### config.mk
export PLATFORM = sky130hd
export DESIGN_NAME = acm_ctrl
export DESIGN_NICKNAME = d
export VERILOG_FILES = /design/src/rtl/acm_pkg.sv /design/src/rtl/acm_ctrl.sv
export SDC_FILE = /design/constraint.sdc
export NUM_CORES = 1
export LEC_CHECK = 0
export ABC_AREA = 1
export BUFFER_PORTS_ARGS = -buffer_cell sky130_fd_sc_hd__clkbuf_2
export CAP_MARGIN = 40
export CORE_AREA = 4 4 41 43
export DETAILED_ROUTE_END_ITERATION = 8
export DIE_AREA = 0 0 45 47
export GPL_ROUTABILITY_DRIVEN = 0
export HOLD_SLACK_MARGIN = 0.12
export PLACE_DENSITY_LB_ADDON = 0.3
export SYNTH_ARGS = -nofsm -noshare
export SYNTH_HDL_FRONTEND = slang
export SYNTH_SLANG_ARGS = --single-unit
### constraint.sdc
create_clock -name i_clk -period 2 [get_ports i_clk]
set_input_delay 0.4 -clock i_clk [delete_from_list [all_inputs] [get_ports i_clk]]
set_output_delay 0.4 -clock i_clk [all_outputs]
set_load 0.01 [all_outputs]
### src/rtl/acm_pkg.sv
// ----------------------------------------------------------------------------
// acm_pkg
// Shared types, constants and the quarter-sine table function of the
// crossfade mixer.
// ----------------------------------------------------------------------------
package acm_pkg;

    localparam int unsigned DEF_CHANNELS        = 2;
    localparam int unsigned DEF_SAMPLE_RATE     = 48000;
    localparam int unsigned DEF_SINE_TABLE_BITS = 8;

    localparam int unsigned SAMPLE_W = 24;
    localparam int unsigned POS_W    = 18;
    localparam int unsigned GAIN_W   = 16;
    localparam int unsigned CLIP_W   = 12;
    localparam int unsigned CFG_IDX_W  = 8;
    localparam int unsigned CFG_DATA_W = 18;
    localparam int unsigned LIN_QBITS  = 15;

    localparam logic [GAIN_W-1:0] Q15_ONE  = 16'd32768;
    localparam logic [CLIP_W-1:0] CLIP_MAX = 12'd4095;

    // register indexes of the configuration port
    localparam logic [CFG_IDX_W-1:0] REG_FADE_LENGTH   = 8'd0;
    localparam logic [CFG_IDX_W-1:0] REG_CURVE_MODE    = 8'd1;
    localparam logic [CFG_IDX_W-1:0] REG_OUTGOING_GAIN = 8'd2;
    localparam logic [CFG_IDX_W-1:0] REG_INCOMING_GAIN = 8'd3;

    typedef enum logic [3:0] {
        S_IDLE,
        S_LOAD,
        S_WSEL,
        S_DIV,
        S_LIN,
        S_SIN_RD,
        S_SIN_MUL,
        S_COS_RD,
        S_COS_MUL,
        S_GAIN,
        S_PROD,
        S_SUM,
        S_OUT
    } t_state;

    // controller to datapath
    typedef struct packed {
        logic accept;
        logic load;
        logic wsel;
        logic div_step;
        logic lin;
        logic sin_rd;
        logic sin_mul;
        logic cos_rd;
        logic cos_mul;
        logic gain;
        logic prod;
        logic sum;
        logic emit;
    } t_cmd;

    // datapath to controller
    typedef struct packed {
        logic frame_start;
        logic weight_fixed;
        logic curve;
        logic div_done;
        logic out_free;
    } t_status;

    // quarter-sine entry k of a table with 2^tb intervals, Q15
    function automatic logic [GAIN_W-1:0] sine_entry(input int unsigned k,
                                                     input int unsigned tb);
        longint unsigned a;
        longint unsigned a2;
        longint unsigned term;
        longint unsigned sum;
        longint unsigned v;
        a    = (longint'(k) * 64'd1686629713) >> tb;
        a2   = (a * a) >> 30;
        term = a;
        sum  = a;
        // Taylor terms x^3 .. x^11, alternating sign
        term = ((term * a2) >> 30) / 64'd6;
        sum  = sum - term;
        term = ((term * a2) >> 30) / 64'd20;
        sum  = sum + term;
        term = ((term * a2) >> 30) / 64'd42;
        sum  = sum - term;
        term = ((term * a2) >> 30) / 64'd72;
        sum  = sum + term;
        term = ((term * a2) >> 30) / 64'd110;
        sum  = sum - term;
        v = (sum + 64'd16384) >> 15;
        if (v > 64'd32768) begin
            v = 64'd32768;
        end
        return v[GAIN_W-1:0];
    endfunction

endpackage

### src/rtl/acm_ctrl.sv
// ----------------------------------------------------------------------------
// acm_ctrl
// Sequencer of the mixer: steps one sample through weight update, gain,
// product, sum and output.
// ----------------------------------------------------------------------------
module acm_ctrl
    import acm_pkg::*;
(
    input  logic    i_clk,
    input  logic    i_rst_n,
    input  logic    i_in_valid,
    output logic    o_in_ready,
    input  t_status i_status,
    output t_cmd    o_cmd
);

    t_state r_state;
    t_state n_state;

    // hold state
    always_ff @(posedge i_clk) begin
        if (!i_rst_n) begin
            r_state <= S_IDLE;
        end else begin
            r_state <= n_state;
        end
    end

    // next state and commands
    always_comb begin
        n_state    = r_state;
        o_cmd      = '0;
        o_in_ready = 1'b0;
        unique case (r_state)
            S_IDLE: begin
                o_in_ready = 1'b1;
                if (i_in_valid) begin
                    o_cmd.accept = 1'b1;
                    n_state      = S_LOAD;
                end
            end
            S_LOAD: begin
                o_cmd.load = 1'b1;
                n_state    = S_WSEL;
            end
            S_WSEL: begin
                o_cmd.wsel = 1'b1;
                if (!i_status.frame_start || i_status.weight_fixed) begin
                    n_state = S_GAIN;
                end else begin
                    n_state = S_DIV;
                end
            end
            S_DIV: begin
                o_cmd.div_step = 1'b1;
                if (i_status.div_done) begin
                    n_state = i_status.curve ? S_SIN_RD : S_LIN;
                end
            end
            S_LIN: begin
                o_cmd.lin = 1'b1;
                n_state   = S_GAIN;
            end
            S_SIN_RD: begin
                o_cmd.sin_rd = 1'b1;
                n_state      = S_SIN_MUL;
            end
            S_SIN_MUL: begin
                o_cmd.sin_mul = 1'b1;
                n_state       = S_COS_RD;
            end
            S_COS_RD: begin
                o_cmd.cos_rd = 1'b1;
                n_state      = S_COS_MUL;
            end
            S_COS_MUL: begin
                o_cmd.cos_mul = 1'b1;
                n_state       = S_GAIN;
            end
            S_GAIN: begin
                o_cmd.gain = 1'b1;
                n_state    = S_PROD;
            end
            S_PROD: begin
                o_cmd.prod = 1'b1;
                n_state    = S_SUM;
            end
            S_SUM: begin
                o_cmd.sum = 1'b1;
                n_state   = S_OUT;
            end
            S_OUT: begin
                if (i_status.out_free) begin
                    o_cmd.emit = 1'b1;
                    n_state    = S_IDLE;
                end
            end
            default: begin
                n_state = S_IDLE;
            end
        endcase
    end

endmodule

==> results by group, run 1 <==
Finish
  – Register area: 80.1 um^2
  – Design area: 523 um^2
  – Max reg flops: 4
  – Area grow syn2layout: 38.9%
  – Fillers: 155
  – Diode count: 0
  – Commonest non-fill, non-tap cell in the layout: clkbuf_2
  – Largest regs: r_state: 4 flops
  – Reg with most FFs: r_state
  – Layout cells sized above 1: 32.3%
  – Multi-input gate area: 239 um^2
  – Post-Route Utilization: 40.2%
  – Commonest cells after routing, fill and taps aside: 21 x clkbuf_2, 20 x nand2_1, 17 x nor2_1
  – Final net count: 106

STA
  – Fmax: 628 MHz
  – Slew margin rel.: 81.5%
  – Final Hold Viols: 0
  – Fin worst setup slack: 0.407 ns
  – Post-Route Skew: 0.000776 ns
  – RSZ-0062 raised after global routing: no
  – Min Tclk post-route: 1.59 ns
  – Slew @ Worst Pin: 0.276 ns
  – Final setup viols: 0
  – Period utilization: 79.7%
  – Setup TNS: 0 ns
  – Final Max Slew Viols: 0

Clock tree
  – Clk pin slew, worst setup/hold paths: 0.04 ns
  – Clk_lat worst skew: 0.23 ns
  – Root buf cell: clkbuf_4
  – CTS Buf Count: 3
  – Clock tree from TritonCTS: yes
  – Post-CTS sizing: 0
  – Hold_buf cts: 0
  – CTS Buffer Depth: 2
  – CTS sink cnt: 4
  – Setup Buffers After CTS: 0
  – H-tree depth: 1

Critical path
  – Startpoint types: flop
  – Worst endpoint required time: 1.60 ns
  – Worst endpoint data arrival time: 1.19 ns
  – R2R depth: 7
  – Reg2reg setup slack: 0.82 ns
  – Crit path max fanout: 5
  – Setup CP Type: flop to output port
  – Worst Setup End Kind: output port

Floorplan
  – Row count: 13
  – Die H: 47 um
  – Boundary Pins: 22
  – Initial Utilization: 28.9%
  – DIE WIDTH: 45 um
  – Die Area: 0.00212 mm^2
  – Core footprint: 0.00130 mm^2

Placed design
  – Port Buffers: 21
  – Setup WS pre-CTS: 0.608 ns
  – DP Area: 500 um^2
  – Detailed placer's ending HPWL: 859 um

GRT
  – GRT Util Overall: 10.8%
  – Remaining Overflow, GRT: 0
  – First-pass GRT wire length: 1680 um
  – Initial antenna violation count: 0
  – Largest net degree at the start of global routing: 8
  – Vias in the first global route: 451

Synthesis
  – Share of Yosys cell area claimed by the top area cell type: 21.3%
  – Synth area leaders: dfxtp_1 21%, nand2_1 20%, nor2_1 17%
  – Syn Inst Count: 72
  – Avg Cell Area, Syn: 5.23 um^2
  – Sequential share of the synthesized area: 21.3%
  – Area leader, netlist: dfxtp_1
  – Netlist cell types: 15
  – Seq cells post-synth: 4
  – Warnings from Yosys: 0
  – Net Count, Synth: 80
  – Post-Synthesis Cell Area: 377 um^2

Hold path
  – Worst hold path depth: 3
  – HP Class: input pin to flop

Power and ir drop
  – Leakage: 0.332 nW
  – Worst vdd ir: 575 uV
  – PD cells: 921 mW/mm^2
  – Power consumption: 0.482 mW

Routing
  – DR vias: 479
  – Drt first pass iters: 1
  – DRT Wirelength: 976 um
  – Initial DRC Count: 0
  – Remaining DRCs: 0
  – Drt wl/cell: 8.79 um
  – Antenna Nets Post-Route: 0
  – Drt via density: 4.32

Job
  – Total of max-cap violations: 0

Run status
  – Outcome: finished, final reports clean
-- path summary, 6_finish.rpt --
path | startpoint | to
max | r_state[2]$_SDFFE_PN0P_ | o_cmd[8]
min | i_rst_n | r_state[1]$_SDFFE_PN0P_
max reg2reg | r_state[0]$_SDFFE_PN0P_ | r_state[2]$_SDFFE_PN0P_
min reg2reg | r_state[3]$_SDFFE_PN0P_ | r_state[3]$_SDFFE_PN0P_
-- layer usage --
layer  vias to the layer above  global-route usage, %  routed length (um)
met5                         -                      0                   0
met4                         0                   7.02                   0
met3                         0                   1.53                  39
met2                         5                   18.4                 527
met1                       205                   12.5                 409
li1                        269                      -                   -
-- where the power goes --
group / internal [mW] / switching, mW
Clock: 0.0670 / 0.0317
Sequential: 0.0993 / 0.0353
Combinational: 0.0971 / 0.151
-- layout make-up --
cell class | instances | area share, %
clock buffers | 3 | 4.31
well taps | 15 | 3.59
repair buffers | 21 | 20.1
multi-input cells | 53 | 45.7
inverters | 15 | 11.0
flip-flops and latches | 4 | 15.3
-- critical path: stages (launching register included) --
cell      delay [ns]
dfxtp_1         0.41
inv_1           0.12
nor2_1          0.17
nand2_1         0.09
inv_1           0.06
clkbuf_2        0.12
-- cells in the mapped netlist (all sizes together) --
| master | count |
|---|---|
| nand2 | 22 |
| nor2 | 19 |
| inv | 14 |
| nand3 | 5 |
| dfxtp | 4 |
| a21oi | 2 |
| nand4 | 2 |
| a211oi | 1 |
| clkinv | 1 |
| nor3 | 1 |
| nor4 | 1 |
-- through the flow --
step	hold WS (ns)	std cells
2_1_floorplan	0.498	72
3_3_place_gp	0.620	108
3_5_place_dp	0.616	108
4_1_cts	0.380	111
5_1_grt	0.416	111
6_report	0.388	111
-- cells by family (layout without fill, tap and decap cells) --
logic type             after synthesis  in the layout  synth area share [%]
buffers and inverters               15             39                  15.3
AO/OA/AOI/OAI                        3              3                  5.65
AND/OR/NAND/NOR                     50             50                  57.8
flip-flops                           4              4                  21.3
No activity file was read; power rests on OpenSTA's default activity.
==> inputs of run 2 (changes only) <==
ABC_AREA = 0   (was 1)
clock period = 1.6 ns   (was 2 ns; I/O delays follow)
==> run 2 against run 1 <==
Combinational power rose by 45%. Critical path depth fell by 2. Via count fell by 3.5%. Flip-flop and latch count did not move. First-iteration DRC count rose by 5. Sequential share of layout area rose by 1.4 points. Critical endpoint is now o_cmd[11]. Hold slack got worse by 0.046 ns. Largest cell class unchanged. Register-to-register slack got worse by 0.56 ns. Highest routed layer unchanged. Synthesized area rose by 7.6%. Sequential power rose by 87%. Synthesized cell count fell by 21%.
==> results by group, run 2 <==
Synthesis
  – Syn Inst Count: 57 (was 72)
  – Post-Synthesis Cell Area: 405 um^2 (was 377 um^2)
  – Warnings from Yosys: 0 (unchanged)
  – EDFF count, synth: 0 (unchanged)
  – Sequential share of the synthesized area: 19.8% (was 21.3%)
  – Multiplexer area fraction after synthesis: 2.78% (was 0%)
  – Avg Cell Area, Syn: 7.11 um^2 (was 5.23 um^2)
  – Simple-gate share of the synthesized area: 46.0% (was 57.8%)
  – Post-Synth XOR/XNOR Area: 0% (unchanged)
  – Net Count, Synth: 65 (was 80)
  – Asr flop ratio synth: 0% (unchanged)
  – Most used DFF post-synth: dfxtp_1 (unchanged)
  – Synth area leaders: dfxtp_1 20%, nor2_1 10%, nor3_1 6.2% (was dfxtp_1 21%, nand2_1 20%, nor2_1 17%)
  – Area leader, netlist: dfxtp_1 (unchanged)
  – Netlist cell types: 28 (was 15)
  – Adder-Cell Fraction of Synth Area: 0% (unchanged)
  – Share of Yosys cell area claimed by the top area cell type: 19.8% (was 21.3%)
  – Top-count cell post-synth: nor2_1 (was nand2_1)
  – Main combinational cell family by area after synthesis: simple AND/OR/NAND/NOR gates (unchanged)
  – Seq cells post-synth: 4 (unchanged)
  – Compound-Gate Fraction of Synth Area: 20.7% (was 5.65%)
  – Most frequent cells after synthesis: 11 x nor2_1, 5 x nand2_1, 5 x nor3_1, 4 x a21oi_1, 4 x dfxtp_1 (was 20 x nand2_1, 17 x nor2_1, 14 x inv_1, 4 x dfxtp_1, 4 x nand3_1)

Floorplan
  – DIE WIDTH: 45 um (unchanged)
  – Boundary Pins: 22 (unchanged)
  – Die H: 47 um (unchanged)
  – Initial Utilization: 31.2% (was 28.9%)
  – Die Area: 0.00212 mm^2 (unchanged)
  – Row count: 13 (unchanged)
  – Core footprint: 0.00130 mm^2 (unchanged)

GRT
  – Largest net degree at the start of global routing: 18 (was 8)
  – Initial antenna violation count: 0 (unchanged)
  – Remaining Overflow, GRT: 0 (unchanged)
  – First-pass GRT wire length: 1730 um (was 1680 um)
  – GRT Util Overall: 10.7% (was 10.8%)
  – Vias in the first global route: 411 (was 451)

Power and ir drop
  – Combinational share of power: 49.1% (was 51.6%)
  – Leakage: 0.243 nW (was 0.332 nW)
  – Int Pwr: 0.416 mW (was 0.263 mW)
  – Clock share of power: 16.3% (was 20.5%)
  – PD cells: 1320 mW/mm^2 (was 921 mW/mm^2)
  – Net switching power: 0.316 mW (was 0.218 mW)
  – Share of power burned in registers: 34.6% (was 27.9%)
  – Worst vdd ir: 541 uV (was 575 uV)
  – Power consumption: 0.732 mW (was 0.482 mW)
  – Switching Share: 43.1% (was 45.3%)

Critical path
  – Setup CP Type: flop to output port (unchanged)
  – Crit path max fanout: 16 (was 5)
  – Worst endpoint required time: 1.28 ns (was 1.60 ns)
  – Crit-path cells: nand2b_2 -> nor3_1 -> clkbuf_2 (was inv_1 -> nor2_1 -> nand2_1 -> inv_1 -> clkbuf_2)
  – R2R depth: 4 (was 7)
  – CP top delay family: flip-flops (unchanged)
  – Worst Setup End Kind: output port (unchanged)
  – Critical path depth: 3 (was 5)
  – Worst stage delay on the critical path: 0.40 ns (was 0.41 ns)
  – Buffers and inverters on the worst path: 1 (was 3)
  – Startpoint types: flop (unchanged)
  – CP max stage cell: dfxtp_2 (was dfxtp_1)
  – Worst endpoint data arrival time: 1.19 ns (about the same)

STA
  – RSZ-0062 raised after global routing: no (unchanged)
  – Fin worst setup slack: 0.0932 ns (was 0.407 ns)
  – Min Tclk post-route: 1.51 ns
  – Setup TNS: 0 ns (unchanged)
  – Final Hold Viols: 0 (unchanged)
  – Post-Route Skew: 0.000981 ns (was 0.000776 ns)
  – Period utilization: 94.2%
  – Final Max Slew Viols: 0 (unchanged)
  – Slew @ Worst Pin: 0.417 ns (was 0.276 ns)
  – Fmax: 664 MHz
  – Slew margin rel.: 72.0% (was 81.5%)
  – Final setup viols: 0 (unchanged)

Clock tree
  – Clk pin slew, worst setup/hold paths: 0.04 ns (about the same)
  – Post-CTS sizing: 5 (was 0)
  – Clock tree from TritonCTS: yes (unchanged)
  – Clk_lat worst skew: 0.23 ns (about the same)
  – Hold_buf cts: 0 (unchanged)
  – Setup Buffers After CTS: 0 (unchanged)
  – Root buf cell: clkbuf_4 (unchanged)
  – CTS sink cnt: 4 (unchanged)
  – CTS Buffer Depth: 2 (unchanged)
  – H-tree depth: 1 (unchanged)
  – CTS Buf Count: 3 (unchanged)

Finish
  – Final net count: 87 (was 106)
  – Layout cells sized above 1: 45.5% (was 32.3%)
  – Fillers: 147 (was 155)
  – Register area: 92.6 um^2 (was 80.1 um^2)
  – Multi-input gate area: 299 um^2 (was 239 um^2)
  – Largest regs: r_state: 4 flops (unchanged)
  – Design area: 553 um^2 (was 523 um^2)
  – Area grow syn2layout: 36.4% (was 38.9%)
  – Layout Cells excl Fill: 92 (was 111)
  – Diode count: 0 (unchanged)
  – Reg with most FFs: r_state (unchanged)
  – Commonest non-fill, non-tap cell in the layout: clkbuf_2 (unchanged)
  – Max reg flops: 4 (unchanged)
  – Commonest cells after routing, fill and taps aside: 21 x clkbuf_2, 11 x nor2_1, 5 x nand2_1, 5 x nor3_1, 4 x a21oi_1 (was 21 x clkbuf_2, 20 x nand2_1, 17 x nor2_1)

Routing
  – Remaining DRCs: 0 (unchanged)
  – Antenna Nets Post-Route: 0 (unchanged)
  – Drt first pass iters: 4 (was 1)
  – DR vias: 462 (was 479)
  – Drt wl/cell: 11.3 um (was 8.79 um)
  – Drt via density: 5.02 (was 4.32)
  – DRT Wirelength: 1040 um (was 976 um)
  – Initial DRC Count: 5 (was 0)

Placed design
  – Cells after DPL: 89 (was 108)
  – Setup WS pre-CTS: 0.119 ns (was 0.608 ns)
  – Detailed placer's ending HPWL: 790 um (was 859 um)
  – DP Area: 500 um^2 (unchanged)
  – Port Buffers: 21 (unchanged)

Run status
  – Outcome: finished, final reports clean (unchanged)

Hold path
  – HP Class: input pin to flop (unchanged)
  – Worst hold path depth: 2 (was 3)

Job
  – Total of max-cap violations: 0 (unchanged)
## run 2: cell types whose count changed after synthesis, moves of 3 or more
| cell | delta |
|---|---|
| nand2_1 | -15 |
| a21oi_1 | +3 |
| inv_1 | -14 |
| nor3_1 | +4 |
| nand2b_1 | +3 |
| nand3_1 | -4 |
| nor2_1 | -6 |
## run 2: cells by family after synthesis
group	Yosys count
compound gates	12
mux	1
simple gates	34
buf+inv	6
flops	4
## run 2: final timing paths
| kind | from | to | slack, ns |
|---|---|---|---|
| max | r_state[3]$_SDFFE_PN0P_ | o_cmd[11] | 0.09 |
| max reg2reg | r_state[3]$_SDFFE_PN0P_ | r_state[2]$_SDFFE_PN0P_ | 0.26 |
| min reg2reg | r_state[2]$_SDFFE_PN0P_ | r_state[0]$_SDFFE_PN0P_ | 0.65 |
| min | i_rst_n | r_state[1]$_SDFFE_PN0P_ | 0.34 |
## run 2: cell type report
type                       count  area share, %
clock buffer                   3           4.07
multi-input combinational     47           54.1
sequential                     4           16.7
tap                           15           3.39
timing repair buffer          23           21.7
## run 2: metal layers
layer / wire [um] / up-vias / track usage (%)
met5: 0 / - / 0
met4: 0 / 0 / 0
met3: 38 / 0 / 3.07
met2: 505 / 10 / 17.8
met1: 494 / 207 / 14.5
li1: - / 245 / -
## run 2: worst reg2reg max path: cells and delay by family, from the launching register on
family	cells	cell delay, ns
DFF	1	0.49
AOI/OAI and AO/OA	2	0.26
and+or+nand+nor	2	0.52
## run 2: power groups by stage
stage	sequential [mW]	combinational [mW]	clock (mW)
2_1_floorplan	0.151	0.319	0
3_3_place_gp	0.228	0.338	0
3_5_place_dp	0.227	0.341	0
4_1_cts	0.236	0.349	0.124
5_1_grt	0.268	0.402	0.130
6_report	0.253	0.359	0.119
## run 2: stage by stage
| step | util, % | hold WS, ns |
|---|---|---|
| 2_1_floorplan | - | 0.448 |
| 3_3_place_gp | 38.5 | 0.582 |
| 3_5_place_dp | 38.5 | 0.585 |
| 4_1_cts | 41.1 | 0.339 |
| 5_1_grt | 42.5 | 0.354 |
| 6_report | 42.5 | 0.342 |
==> inputs of run 3 (changes only) <==
ABC_AREA = 1   (was 0)
==> run 3 against run 2 <==
Non-clock buffer count decreased by 2. Worst setup slack improved by 0.027 ns. Die area did not move. Highest routed layer unchanged. Cell count rose by 21%. First-iteration DRC count shrank 40%. Maximum frequency is 1.8% higher.
==> results by group, run 3 (same netlist as run 1, synthesis figures left out) <==
Routing
  – Antenna Nets Post-Route: 0 (unchanged)
  – Drt via density: 4.18 (was 5.02)
  – DR vias: 464 (was 462)
  – Initial DRC Count: 3 (was 5)
  – Remaining DRCs: 0 (unchanged)
  – DRT Wirelength: 978 um (was 1040 um)
  – Drt first pass iters: 4 (unchanged)
  – Drt wl/cell: 8.81 um (was 11.3 um)

Clock tree
  – H-tree depth: 1 (unchanged)
  – CTS sink cnt: 4 (unchanged)
  – Clk_lat worst skew: 0.23 ns (about the same)
  – Clock tree from TritonCTS: yes (unchanged)
  – Clk pin slew, worst setup/hold paths: 0.04 ns (about the same)
  – CTS Buf Count: 3 (unchanged)
  – Root buf cell: clkbuf_4 (unchanged)
  – Setup Buffers After CTS: 0 (unchanged)
  – CTS Buffer Depth: 2 (unchanged)

Placed design
  – DP Area: 500 um^2 (unchanged)
  – Port Buffers: 21 (unchanged)
  – Detailed placer's ending HPWL: 852 um (was 790 um)

Power and ir drop
  – PD cells: 1160 mW/mm^2 (was 1320 mW/mm^2)
  – Leakage: 0.332 nW (was 0.243 nW)
  – Worst vdd ir: 568 uV (was 541 uV)

STA
  – Fmax: 676 MHz (was 664 MHz)
  – Period utilization: 92.5% (was 94.2%)
  – Slew @ Worst Pin: 0.294 ns (was 0.417 ns)
  – Final setup viols: 0 (unchanged)
  – Min Tclk post-route: 1.48 ns (was 1.51 ns)
  – Final Max Slew Viols: 0 (unchanged)
  – Slew margin rel.: 80.2% (was 72.0%)
  – Setup TNS: 0 ns (unchanged)
  – RSZ-0062 raised after global routing: no (unchanged)
  – Post-Route Skew: 0.00118 ns (was 0.000981 ns)
  – Final Hold Viols: 0 (unchanged)

GRT
  – First-pass GRT wire length: 1710 um (was 1730 um)
  – Initial antenna violation count: 0 (unchanged)
  – Largest net degree at the start of global routing: 8 (was 18)
  – Vias in the first global route: 453 (was 411)
  – GRT Util Overall: 11.1% (was 10.7%)
  – Remaining Overflow, GRT: 0 (unchanged)

Job
  – Total of max-cap violations: 0 (unchanged)

Finish
  – Fillers: 157 (was 147)
  – Largest regs: r_state: 4 flops (unchanged)
  – Final net count: 106 (was 87)
  – Diode count: 0 (unchanged)
  – Commonest cells after routing, fill and taps aside: 21 x clkbuf_2, 20 x nand2_1, 16 x nor2_1 (was 21 x clkbuf_2, 11 x nor2_1, 5 x nand2_1, 5 x nor3_1, 4 x a21oi_1)
  – Area grow syn2layout: 40.2% (was 36.4%)
  – Commonest non-fill, non-tap cell in the layout: clkbuf_2 (unchanged)
  – Layout cells sized above 1: 35.4% (was 45.5%)
  – Max reg flops: 4 (unchanged)
  – Reg with most FFs: r_state (unchanged)
  – Design area: 528 um^2 (was 553 um^2)

Critical path
  – Startpoint types: flop (unchanged)
  – Worst endpoint required time: 1.28 ns (about the same)
  – Crit-path cells: nand2_1 -> nor4_1 -> clkbuf_2 (was nand2b_2 -> nor3_1 -> clkbuf_2)
  – Worst Setup End Kind: output port (unchanged)
  – Worst endpoint data arrival time: 1.16 ns (was 1.19 ns)
  – CP max stage cell: dfxtp_1 (was dfxtp_2)
  – Setup CP Type: flop to output port (unchanged)
  – Crit path max fanout: 5 (was 16)
  – Worst stage delay on the critical path: 0.39 ns (was 0.40 ns)

Floorplan
  – DIE WIDTH: 45 um (unchanged)
  – Boundary Pins: 22 (unchanged)
  – Die Area: 0.00212 mm^2 (unchanged)
  – Initial Utilization: 28.9% (was 31.2%)
  – Row count: 13 (unchanged)
  – Die H: 47 um (unchanged)
  – Core footprint: 0.00130 mm^2 (unchanged)

Hold path
  – HP Class: input pin to flop (unchanged)

Run status
  – Outcome: finished, final reports clean (unchanged)
## run 3: routing by layer
layer	vias up	wire length [um]	track usage, %
met3	0	33	1.53
met5	-	0	0
met2	5	545	18.6
li1	267	-	-
met4	0	0	7.02
met1	192	400	13.4
## run 3: critical path, delay by kind of cell (launching register included)
kind / cells / cell delay [ns]
buffers and inverters: 1 / 0.19
DFF: 1 / 0.39
and+or+nand+nor: 2 / 0.35
## run 3: through the flow
| step | setup slack [ns] | hold slack (ns) | power, mW | cells | utilization [%] |
|---|---|---|---|---|---|
| global placement | 0.320 | 0.539 | 0.487 | 108 | 38.5 |
| CTS | 0.0736 | 0.293 | 0.618 | 111 | 40.2 |
| global route | 0.0104 | 0.317 | 0.684 | 111 | 40.6 |
| floorplan | 0.455 | 0.418 | 0.386 | 72 | - |
| detailed placement | 0.334 | 0.541 | 0.485 | 108 | 38.5 |
| finish | 0.120 | 0.301 | 0.610 | 111 | 40.6 |
## run 3: power by group
part	total, mW	switching [mW]	internal (mW)
Combinational	0.312	0.190	0.122
Clock	0.126	0.0419	0.0840
Sequential	0.173	0.0459	0.127
## run 3: timing repair
item,CTS,global route
setup endpoints to repair,0,3
gates resized for setup,0,3
hold buffers,0,0
endpoints found under the hold margin,0,0
## run 3: cell type report
type | instances | area, um^2 | share of cell area, %
multi-input cells | 53 | 241 | 45.7
repair buffers | 21 | 105 | 19.9
flip-flops and latches | 4 | 82.6 | 15.6
inverters | 15 | 57.6 | 10.9
clock buffers | 3 | 22.5 | 4.27
well taps | 15 | 18.8 | 3.55
## run 3: worst paths after layout
kind | from | endpoint | slack, ns | depth (start not counted)
worst max-delay path | r_state[2]$_SDFFE_PN0P_ | o_cmd[0] | 0.12 | 3
worst min-delay path | i_rst_n | r_state[1]$_SDFFE_PN0P_ | 0.30 | 3
worst max register to register | r_state[0]$_SDFFE_PN0P_ | r_state[3]$_SDFFE_PN0P_ | 0.42 | 7
worst min register to register | r_state[3]$_SDFFE_PN0P_ | r_state[3]$_SDFFE_PN0P_ | 0.57 | 2
